--- config.mk ---
export PLATFORM = sky130hd
export DESIGN_NAME = record_stack_with_key_removal
export DESIGN_NICKNAME = d
export VERILOG_FILES = /design/src/rtl/rswkr_pkg.sv /design/src/rtl/rswkr_dp.sv /design/src/rtl/rswkr_ctrl.sv /design/src/rtl/record_stack_with_key_removal.sv
export SDC_FILE = /design/constraint.sdc
export NUM_CORES = 2
export LEC_CHECK = 0
export BUFFER_PORTS_ARGS = -buffer_cell sky130_fd_sc_hd__buf_2
export CAP_MARGIN = 25
export CORE_ASPECT_RATIO = 1.25
export CORE_MARGIN = 2
export CORE_UTILIZATION = 47
export CTS_CLUSTER_DIAMETER = 100
export DETAILED_ROUTE_END_ITERATION = 7
export SLEW_MARGIN = 20
export SYNTH_ARGS = -nofsm -noshare
export SYNTH_HDL_FRONTEND = slang
export SYNTH_HIERARCHICAL = 1
export SYNTH_SLANG_ARGS = --single-unit
--- constraint.sdc ---
create_clock -name aclk -period 7.8 [get_ports aclk]
set_input_delay 0.78 -clock aclk [delete_from_list [all_inputs] [get_ports aclk]]
set_output_delay 0.78 -clock aclk [all_outputs]
set_load 0.02 [all_outputs]
--- src/rtl/rswkr_pkg.sv ---
// Shared types, codes and defaults for the record stack with key removal.
package rswkr_pkg;

    localparam int DEPTH_DEF         = 64;
    localparam int KEY_WIDTH_DEF     = 32;
    localparam int PAYLOAD_WIDTH_DEF = 32;

    localparam int FIELD_W     = 32;
    localparam int OCC_W       = 7;
    localparam int S_TDATA_W   = 72;
    localparam int M_TDATA_W   = 80;

    typedef enum logic [1:0] {
        OP_PUSH   = 2'd0,
        OP_POP    = 2'd1,
        OP_PEEK   = 2'd2,
        OP_REMOVE = 2'd3
    } opcode_t;

    typedef enum logic [1:0] {
        ST_OK    = 2'd0,
        ST_EMPTY = 2'd1,
        ST_FULL  = 2'd2
    } status_t;

    typedef struct packed {
        logic    capture;
        logic    push;
        logic    rd_top;
        logic    take_top;
        logic    walk_start;
        logic    walk_step;
        logic    walk_end;
        logic    res_init;
        status_t res_code;
        logic    out_load;
    } rswkr_cmd_t;

    typedef struct packed {
        opcode_t op;
        logic    full;
        logic    empty;
        logic    walk_done;
        logic    out_free;
    } rswkr_sts_t;

endpackage

--- src/rtl/rswkr_dp.sv ---
// Datapath: record memory, fill count, removal walk pointers and output register.
module rswkr_dp
    import rswkr_pkg::*;
#(
    parameter int DEPTH         = DEPTH_DEF,
    parameter int KEY_WIDTH     = KEY_WIDTH_DEF,
    parameter int PAYLOAD_WIDTH = PAYLOAD_WIDTH_DEF
) (
    input  logic                 aclk,
    input  logic                 aresetn,
    input  opcode_t              in_opcode,
    input  logic [FIELD_W-1:0]   in_key,
    input  logic [FIELD_W-1:0]   in_payload,
    input  rswkr_cmd_t           cmd,
    output rswkr_sts_t           sts,
    output logic                 m_tvalid,
    input  logic                 m_tready,
    output logic [M_TDATA_W-1:0] m_tdata
);

    localparam int AW = (DEPTH > 1) ? $clog2(DEPTH) : 1;
    localparam int CW = $clog2(DEPTH + 1);
    localparam int RW = KEY_WIDTH + PAYLOAD_WIDTH;
    localparam int PADW = M_TDATA_W - (2 + 2 * FIELD_W + 1 + OCC_W);

    logic [RW-1:0] mem [DEPTH];
    logic [RW-1:0] rd_data_reg;

    opcode_t                  op_reg, op_next;
    logic [KEY_WIDTH-1:0]     key_reg, key_next;
    logic [PAYLOAD_WIDTH-1:0] pay_reg, pay_next;
    logic [CW-1:0]            fill_reg, fill_next;
    logic [CW-1:0]            rd_idx_reg, rd_idx_next;
    logic [CW-1:0]            w_reg, w_next;
    logic                     pend_reg, pend_next;
    logic                     found_reg, found_next;
    status_t                  res_status_reg, res_status_next;
    logic [KEY_WIDTH-1:0]     res_key_reg, res_key_next;
    logic [PAYLOAD_WIDTH-1:0] res_pay_reg, res_pay_next;
    logic                     res_rem_reg, res_rem_next;
    logic                     m_valid_reg, m_valid_next;
    logic [M_TDATA_W-1:0]     m_data_reg, m_data_next;

    logic          wr_en, rd_en, issue, match;
    logic [AW-1:0] wr_addr, rd_addr;
    logic [RW-1:0] wr_data;
    logic [CW-1:0] top_idx;

    assign top_idx = fill_reg - 1'b1;
    assign issue   = rd_idx_reg < fill_reg;
    assign match   = rd_data_reg[RW-1 -: KEY_WIDTH] == key_reg;

    assign wr_en   = cmd.push | (cmd.walk_step & pend_reg & ~match);
    assign wr_addr = cmd.push ? fill_reg[AW-1:0] : w_reg[AW-1:0];
    assign wr_data = cmd.push ? {key_reg, pay_reg} : rd_data_reg;

    assign rd_en   = cmd.rd_top | cmd.walk_start | (cmd.walk_step & issue);
    assign rd_addr = cmd.rd_top     ? top_idx[AW-1:0] :
                     cmd.walk_start ? '0 : rd_idx_reg[AW-1:0];

    always_ff @(posedge aclk) begin
        if (wr_en) begin
            mem[wr_addr] <= wr_data;
        end
        if (rd_en) begin
            rd_data_reg <= mem[rd_addr];
        end
    end

    always_comb begin
        op_next         = op_reg;
        key_next        = key_reg;
        pay_next        = pay_reg;
        fill_next       = fill_reg;
        rd_idx_next     = rd_idx_reg;
        w_next          = w_reg;
        pend_next       = pend_reg;
        found_next      = found_reg;
        res_status_next = res_status_reg;
        res_key_next    = res_key_reg;
        res_pay_next    = res_pay_reg;
        res_rem_next    = res_rem_reg;
        m_valid_next    = m_valid_reg & ~m_tready;
        m_data_next     = m_data_reg;

        if (cmd.capture) begin
            op_next  = in_opcode;
            key_next = in_key[KEY_WIDTH-1:0];
            pay_next = in_payload[PAYLOAD_WIDTH-1:0];
        end
        if (cmd.res_init) begin
            res_status_next = cmd.res_code;
            res_key_next    = '0;
            res_pay_next    = '0;
            res_rem_next    = 1'b0;
        end
        if (cmd.push) begin
            fill_next = fill_reg + 1'b1;
        end
        if (cmd.take_top) begin
            res_key_next = rd_data_reg[RW-1 -: KEY_WIDTH];
            res_pay_next = rd_data_reg[PAYLOAD_WIDTH-1:0];
            if (op_reg == OP_POP) begin
                fill_next = top_idx;
            end
        end
        if (cmd.walk_start) begin
            rd_idx_next = CW'(1);
            w_next      = '0;
            pend_next   = 1'b1;
            found_next  = 1'b0;
        end
        if (cmd.walk_step) begin
            pend_next = issue;
            if (issue) begin
                rd_idx_next = rd_idx_reg + 1'b1;
            end
            if (pend_reg) begin
                if (match) begin
                    found_next = 1'b1;
                end else begin
                    w_next = w_reg + 1'b1;
                end
            end
        end
        if (cmd.walk_end) begin
            fill_next    = w_reg;
            res_rem_next = found_reg;
        end
        if (cmd.out_load) begin
            m_valid_next = 1'b1;
            m_data_next  = {{PADW{1'b0}}, OCC_W'(fill_reg), res_rem_reg,
                            FIELD_W'(res_pay_reg), FIELD_W'(res_key_reg), res_status_reg};
        end
    end

    always_ff @(posedge aclk) begin
        if (!aresetn) begin
            fill_reg    <= '0;
            rd_idx_reg  <= '0;
            w_reg       <= '0;
            pend_reg    <= 1'b0;
            found_reg   <= 1'b0;
            m_valid_reg <= 1'b0;
        end else begin
            fill_reg    <= fill_next;
            rd_idx_reg  <= rd_idx_next;
            w_reg       <= w_next;
            pend_reg    <= pend_next;
            found_reg   <= found_next;
            m_valid_reg <= m_valid_next;
        end
        op_reg         <= op_next;
        key_reg        <= key_next;
        pay_reg        <= pay_next;
        res_status_reg <= res_status_next;
        res_key_reg    <= res_key_next;
        res_pay_reg    <= res_pay_next;
        res_rem_reg    <= res_rem_next;
        m_data_reg     <= m_data_next;
    end

    assign sts.op        = op_reg;
    assign sts.full      = fill_reg == CW'(DEPTH);
    assign sts.empty     = fill_reg == '0;
    assign sts.walk_done = ~pend_reg;
    assign sts.out_free  = ~m_valid_reg | m_tready;

    assign m_tvalid = m_valid_reg;
    assign m_tdata  = m_data_reg;

    a_fill_bound: assert property (@(posedge aclk) disable iff (!aresetn)
        fill_reg <= CW'(DEPTH))
        else $error("fill count above depth");

    a_walk_order: assert property (@(posedge aclk) disable iff (!aresetn)
        (cmd.walk_step && pend_reg) |-> (w_reg < rd_idx_reg))
        else $error("compaction write overtook read");

    a_walk_shrink: assert property (@(posedge aclk) disable iff (!aresetn)
        cmd.walk_end |=> (fill_reg <= $past(fill_reg)))
        else $error("removal grew the stack");

endmodule

--- src/rtl/rswkr_ctrl.sv ---
// Controller state machine sequencing each operation over the datapath.
module rswkr_ctrl
    import rswkr_pkg::*;
(
    input  logic       aclk,
    input  logic       aresetn,
    input  logic       s_tvalid,
    output logic       s_tready,
    input  rswkr_sts_t sts,
    output rswkr_cmd_t cmd
);

    typedef enum logic [4:0] {
        S_IDLE     = 5'b00001,
        S_DECODE   = 5'b00010,
        S_READ_TOP = 5'b00100,
        S_WALK     = 5'b01000,
        S_FINISH   = 5'b10000
    } state_t;

    state_t state_reg, state_next;

    assign s_tready = state_reg == S_IDLE;

    always_comb begin
        state_next   = state_reg;
        cmd          = '0;
        cmd.res_code = ST_OK;
        unique case (state_reg)
            S_IDLE: begin
                if (s_tvalid) begin
                    cmd.capture = 1'b1;
                    state_next  = S_DECODE;
                end
            end
            S_DECODE: begin
                cmd.res_init = 1'b1;
                state_next   = S_FINISH;
                unique case (sts.op) inside
                    OP_PUSH: begin
                        if (sts.full) begin
                            cmd.res_code = ST_FULL;
                        end else begin
                            cmd.push = 1'b1;
                        end
                    end
                    OP_POP, OP_PEEK: begin
                        if (sts.empty) begin
                            cmd.res_code = ST_EMPTY;
                        end else begin
                            cmd.rd_top = 1'b1;
                            state_next = S_READ_TOP;
                        end
                    end
                    default: begin
                        if (sts.empty) begin
                            cmd.res_code = ST_EMPTY;
                        end else begin
                            cmd.walk_start = 1'b1;
                            state_next     = S_WALK;
                        end
                    end
                endcase
            end
            S_READ_TOP: begin
                cmd.take_top = 1'b1;
                state_next   = S_FINISH;
            end
            S_WALK: begin
                cmd.walk_step = 1'b1;
                if (sts.walk_done) begin
                    cmd.walk_end = 1'b1;
                    state_next   = S_FINISH;
                end
            end
            S_FINISH: begin
                if (sts.out_free) begin
                    cmd.out_load = 1'b1;
                    state_next   = S_IDLE;
                end
            end
            default: begin
                state_next = S_IDLE;
            end
        endcase
    end

    always_ff @(posedge aclk) begin
        if (!aresetn) begin
            state_reg <= S_IDLE;
        end else begin
            state_reg <= state_next;
        end
    end

endmodule

--- src/rtl/record_stack_with_key_removal.sv ---
// Top level: record stack with push, pop, peek and remove-by-key.
// Each transaction is accepted, decoded and finished; a pop/peek on a non-empty stack also reads the top record,
// and a remove on a non-empty stack walks the memory read port one record per cycle. One transaction at a time:
// a new one is accepted only after the last result has been loaded into the output register.
// A result may wait in the output register; the next transaction waits only if it finishes first.
// Reset (aresetn low, synchronous) empties the stack and drops any pending result.
module record_stack_with_key_removal
    import rswkr_pkg::*;
#(
    parameter int DEPTH         = DEPTH_DEF,
    parameter int KEY_WIDTH     = KEY_WIDTH_DEF,
    parameter int PAYLOAD_WIDTH = PAYLOAD_WIDTH_DEF
) (
    input  logic                 aclk,
    input  logic                 aresetn,
    input  logic                 s_tvalid,
    output logic                 s_tready,
    input  logic [S_TDATA_W-1:0] s_tdata,  // opcode, record_key, record_payload
    output logic                 m_tvalid,
    input  logic                 m_tready,
    output logic [M_TDATA_W-1:0] m_tdata   // status, out_key, out_payload, removed_any, occupancy
);

    rswkr_cmd_t cmd;
    rswkr_sts_t sts;

    rswkr_ctrl u_ctrl (
        .aclk     (aclk),
        .aresetn  (aresetn),
        .s_tvalid (s_tvalid),
        .s_tready (s_tready),
        .sts      (sts),
        .cmd      (cmd)
    );

    rswkr_dp #(
        .DEPTH         (DEPTH),
        .KEY_WIDTH     (KEY_WIDTH),
        .PAYLOAD_WIDTH (PAYLOAD_WIDTH)
    ) u_dp (
        .aclk       (aclk),
        .aresetn    (aresetn),
        .in_opcode  (opcode_t'(s_tdata[1:0])),
        .in_key     (s_tdata[33:2]),
        .in_payload (s_tdata[65:34]),
        .cmd        (cmd),
        .sts        (sts),
        .m_tvalid   (m_tvalid),
        .m_tready   (m_tready),
        .m_tdata    (m_tdata)
    );

endmodule
## After elaboration in Yosys (flattened, before gate mapping)

Memory sizes are Yosys's and may differ from the RTL's. A register that Yosys moved wholly into a read port is not among the register bits.
Index checks and enable logic that the tools add are counted.

- Reduce and logical (&&, ||, !) cells: 8
- Equal/unequal tests: 12
- Add/subtract/negate cells: 4
- Muxes and demuxes: 54
- Bitwise logic cells: 11
- $lt $le $gt $ge: 1

Operators by type and width:

| operator | number |
|---|---|
| 32-bit 2-to-1 mux | 3 |
| 7-bit 2-to-1 mux | 11 |
| 64-bit 2-to-1 mux | 1 |
| 32-bit equality test | 1 |
| 5-bit 2-to-1 mux | 5 |
| 5-bit one-hot mux with 5 select lines | 1 |
| 1-bit 2-to-1 mux | 24 |
| 7-bit by 1-bit adder with 7-bit output, second input constant | 3 |
| 6-bit 2-to-1 mux | 3 |
| 5-bit one-hot mux with 2 select lines | 1 |
| 2-bit 2-to-1 mux | 4 |
| 7-bit equality test, second input constant | 1 |
| 7-bit logical NOT | 1 |
| 7-bit less-than comparator | 1 |
| 7-bit by 1-bit subtractor with 7-bit output, second input constant | 1 |
| 2-bit inequality test, second input constant | 3 |
| 2-bit nonzero test | 3 |
| 5-bit by 1-bit equality test with 1-bit output, second input constant | 1 |
| 5-bit by 2-bit equality test with 1-bit output, second input constant | 1 |
| 5-bit by 3-bit equality test with 1-bit output, second input constant | 1 |
| 5-bit by 4-bit equality test with 1-bit output, second input constant | 1 |
| 5-bit equality test, second input constant | 1 |
| 1-bit AND | 4 |
| 1-bit bitwise OR | 4 |
| 8 further kinds | 10 |

- Memories kept: 1
- Flip-flop bits (word level): 236
- Input port bits: 76
- Output and inout port bits: 82
- Word-level logic and storage cells: 106
- Bits in writable memories: 4096

Memory list:

| memory | depth | bits a word | rd ports | clocked after memory_dff | wr ports | RTL line | text |
|---|---|---|---|---|---|---|---|
| u_dp.mem | 64 | 64 | 1 | 1 | 1 | rswkr_dp.sv:26 | `logic [RW-1:0] mem [DEPTH];` |

## Depth between registers and ports, before layout

- Depth after elaboration: 8
- Gate-level depth with buffers: 21

## Modules after synthesis

Netlist, hierarchy kept.

Modules (own cells, without submodules):

| module | instances | seq. area each (µm²) | area an instance (µm²) | cells each |
|---|---|---|---|---|
| rswkr_dp | 1 | 131616.2 | 170851.4 | 11494 |
| rswkr_ctrl | 1 | 100.1 | 409.1 | 48 |

## Worst setup path after synthesis

No wires, ideal clock.

- Kind: reg2reg
- Start: register u_ctrl.state_reg[0]
- End: memory u_dp/mem[0][0] (netlist name), enable pin
- Setup slack: 2.178 ns
- Arrival: 5.135 ns
- Clock period less this slack: 5.622 ns
- Buffers on the path: 2
- Setup time: 0.487 ns
- Cell stages (with the launch flop): 9
- Cell sequence: dfxtp_1 or4b_4 or2_4 nor3b_2 clkbuf_1 buf_1 mux2i_1 nand2_1 nor2_1

RTL lines:

| item | RTL line | text |
|---|---|---|
| start: declaration | rswkr_ctrl.sv:21 | `state_t state_reg, state_next;` |
| start signal: assignment | rswkr_ctrl.sv:92 | `state_reg <= state_next;` |
| end: declaration | rswkr_dp.sv:26 |  |

==> flow_summary.yaml <==
worst_setup_path:
  path_cells: "inv_1 -> ha_1 -> nand4_1 -> nor2_1 -> nor3_1 -> and2_1 -> clkinv_1 -> mux2_4 -> buf_4 -> nor2_4 -> buf_12 -> a32oi_1 -> a31oi_1 -> a2111oi_0 -> and3_1"
  critPathLaunchType: "register"
  cpPeakStageDelay_ns: 0.91
  end_kind: "register"
  critical_path_class: "reg -> reg"
  cp.required_ns: 8.66
  slowest_stage: "a2111oi_0"
  crit_buf_inv: 4
  critical_path_arrival_ns: 7.35
  crit_fanout: 41
  critical_path.top_delay_family: "simple AND/OR/NAND/NOR gates"
timing:
  slew_violations: 0
  setup_viol: 0
  worst_pin_slew_ns: 1.279
  fin_crit_ns: 6.488
  hold_violations: 0
  relSlewSlack: 0.1476
  setup_tns_ns: 0
  finClkSkew_ns: 0.05624
  grt_setup_unrepaired: "false"
  setup_slack_ns: 1.312
  max_freq_ghz: 0.1541
  period_share: 0.8318
finish:
  syn_to_final_growth_pct: 13.24
  largest_reg_flops: 4096
  finalNetCount: 11850
  stdcell_area_sq_mm: 0.1939
  drive_gt1_frac: 0.1169
drt:
  ant_nets: 0
  drc: 0
  via_per_inst: 6.209
  routed_wl_um: 539100
  wl_per_cell_um: 31.74
  dr.pass1.iters: 6
  drt_iter0_markers: 15010
  vias: 105500
clocking:
  clk-insertion-delay-late_ns: 1.00
  cts_buffers: 433
  clk_pin_slew_ns: 0.07
  clockBufferDepth: 4
  root_buffer: "clkbuf_16"
  htree_levels: 5
  cts.sink_count: 4396
  cts_tree: "built"
logic_synthesis:
  syn_area_per_cell_sq_um: 14.84
  synth_top_flop_cell: "edfxtp_1"
  synth_area_sq_mm: 0.1713
  ys_types: 78
  synth.area.top_cells: "edfxtp_1 (77%), nand2_1 (6.7%), nand3_1 (3.2%)"
  synth_seq_cells: 4396
  yosysTopAreaCellShare: 0.7657
  synthTopCellsByCount: "edfxtp_1 (4,367), nand2_1 (3,074), nand3_1 (1,081)"
  ys_warn_count: 6
  synthCells: 11540
  synth_top_area_cell: "edfxtp_1"
  synth_edf_count: 4367
  yosysSeqAreaShare: 0.7691
  synthArstFlopShare: 0
  synth.most_common_cell: "edfxtp_1"
global_route:
  grt_antenna_before_repair: 19
  grt_pass1_wl_um: 751700
  globalRouteOverflowTotal: 0
  grt_pass1_vias: 101200
  track_usage: 0.2875
  grt_max_degree: 170
power:
  power.leakage_nw: 64.46
  ir_drop_v: 0.0001889
  powerDensity_mw_per_mm2: 246.6
status:
  status: "finished clean"
placement:
  placed_cell_area_sq_mm: 0.1791
  port_buffers: 145
  gp_congestion: 0.8341
  dp_slack_ns: 1.478
  dpl.hpwl_um: 277600
flow_run:
  cap_violations: 0
floorplanning:
  io-pin-count: 158
  core_sq_mm: 0.3625
  die_w_um: 543.9
  die_area_sq_mm: 0.3693
  dieHeight_um: 678.9
  start_util: 0.4724
  row_count: 247
hold_path:
  hold_class: "in -> reg"
## final timing paths
path / start / end / slack, ns / depth (start not counted)
max reg2reg: u_dp/fill_reg[0] / u_dp/rd_data_reg[55] / 1.31 / 15
max: u_dp/fill_reg[0] / u_dp/rd_data_reg[55] / 1.31 / 15
min: s_tdata[31] / u_dp/key_reg[29] / 0.08 / 1
min reg2reg: u_dp/res_pay_reg[30] / u_dp/m_tdata[64] / 0.41 / 0
## stage by stage
stage / utilization / hold WS, ns / power [mW] / cells
final: 0.5350 / 0.07710 / 47.82 / 16990
after global routing: 0.5349 / 0.05339 / 48.96 / 16980
after CTS: 0.5333 / 0.03157 / 47.97 / 16960
after detailed placement: 0.4940 / 0.4059 / 27.91 / 16100
after global placement: 0.4930 / 0.4017 / 27.87 / 16090
after floorplan: - / 0.4003 / 27.32 / 11550
## power by group
part	internal, mW	switching, mW
Combinational	0.378	0.943
Clock	11.5	8.87
Sequential	26.0	0.139
Total	37.9	9.95
## kinds of logic (layout without fill, tap and decap cells)
| group | after synthesis | after routing | share of synthesized area |
|---|---|---|---|
| other | 1 | 12 | 0.00002190 |
| adders and majority gates | 13 | 13 | 0.0009498 |
| muxes | 536 | 536 | 0.04621 |
| and+or+nand+nor | 4893 | 4893 | 0.1244 |
| DFF | 4396 | 4396 | 0.7691 |
| buffers and inverters | 742 | 1319 | 0.01933 |
| AOI/OAI and AO/OA | 922 | 922 | 0.03804 |
| xor gates and xnor gates | 39 | 39 | 0.001995 |
## cell type report
type / instances / area (sq um)
fill: 28780 / 168600
sequential: 4396 / 131700
multi-input combinational: 6409 / 37120
clock buffer: 535 / 11410
tap: 4855 / 6075
timing repair buffer: 505 / 5285
clock inverter: 259 / 2231
inverter: 20 / 75.07
antenna: 6 / 15.01
## per-layer routing
metal,GRT usage,vias up,share of wire
met1,0.3775,54220,0.37
met4,0.1315,4,0.051
met3,0.04667,1209,0.095
met2,0.4707,6116,0.48
met5,0,-,0.000050
li1,-,43910,-
## cells in the final DEF (no fill, tap or decap), drive strengths merged, types with 6 or more instances in the layout
| cell | n |
|---|---|
| bufinv | 34 |
| dfxtp | 29 |
| nand3 | 1081 |
| buf | 444 |
| diode | 6 |
| a32o | 35 |
| clkbuf | 535 |
| o21ai | 25 |
| mux2 | 67 |
| nor3 | 36 |
| dlygate4sd3 | 61 |
| nor3b | 12 |
| mux4 | 197 |
| clkinvlp | 12 |
| a32oi | 30 |
| o22ai | 74 |
| a31oi | 218 |
| and3 | 360 |
| or3 | 30 |
| o211ai | 26 |
| inv | 29 |
| a2111oi | 40 |
| clkinv | 204 |
| nand4 | 22 |
| nor4 | 53 |
| and2 | 70 |
| mux2i | 272 |
| a21oi | 210 |
| nand2b | 15 |
| a311oi | 191 |
| ha | 13 |
| nor2 | 118 |
| conb | 6 |
| a221oi | 25 |
| edfxtp | 4367 |
| xnor2 | 39 |
| a311o | 12 |
| nand2 | 3078 |
## repair_timing
item,in CTS,in global routing
endpoints found under the hold margin,61,0
setup buffers,0,0
hold buffers,61,0
gates resized for setup,0,0
(Power assumes the default switching activity.)
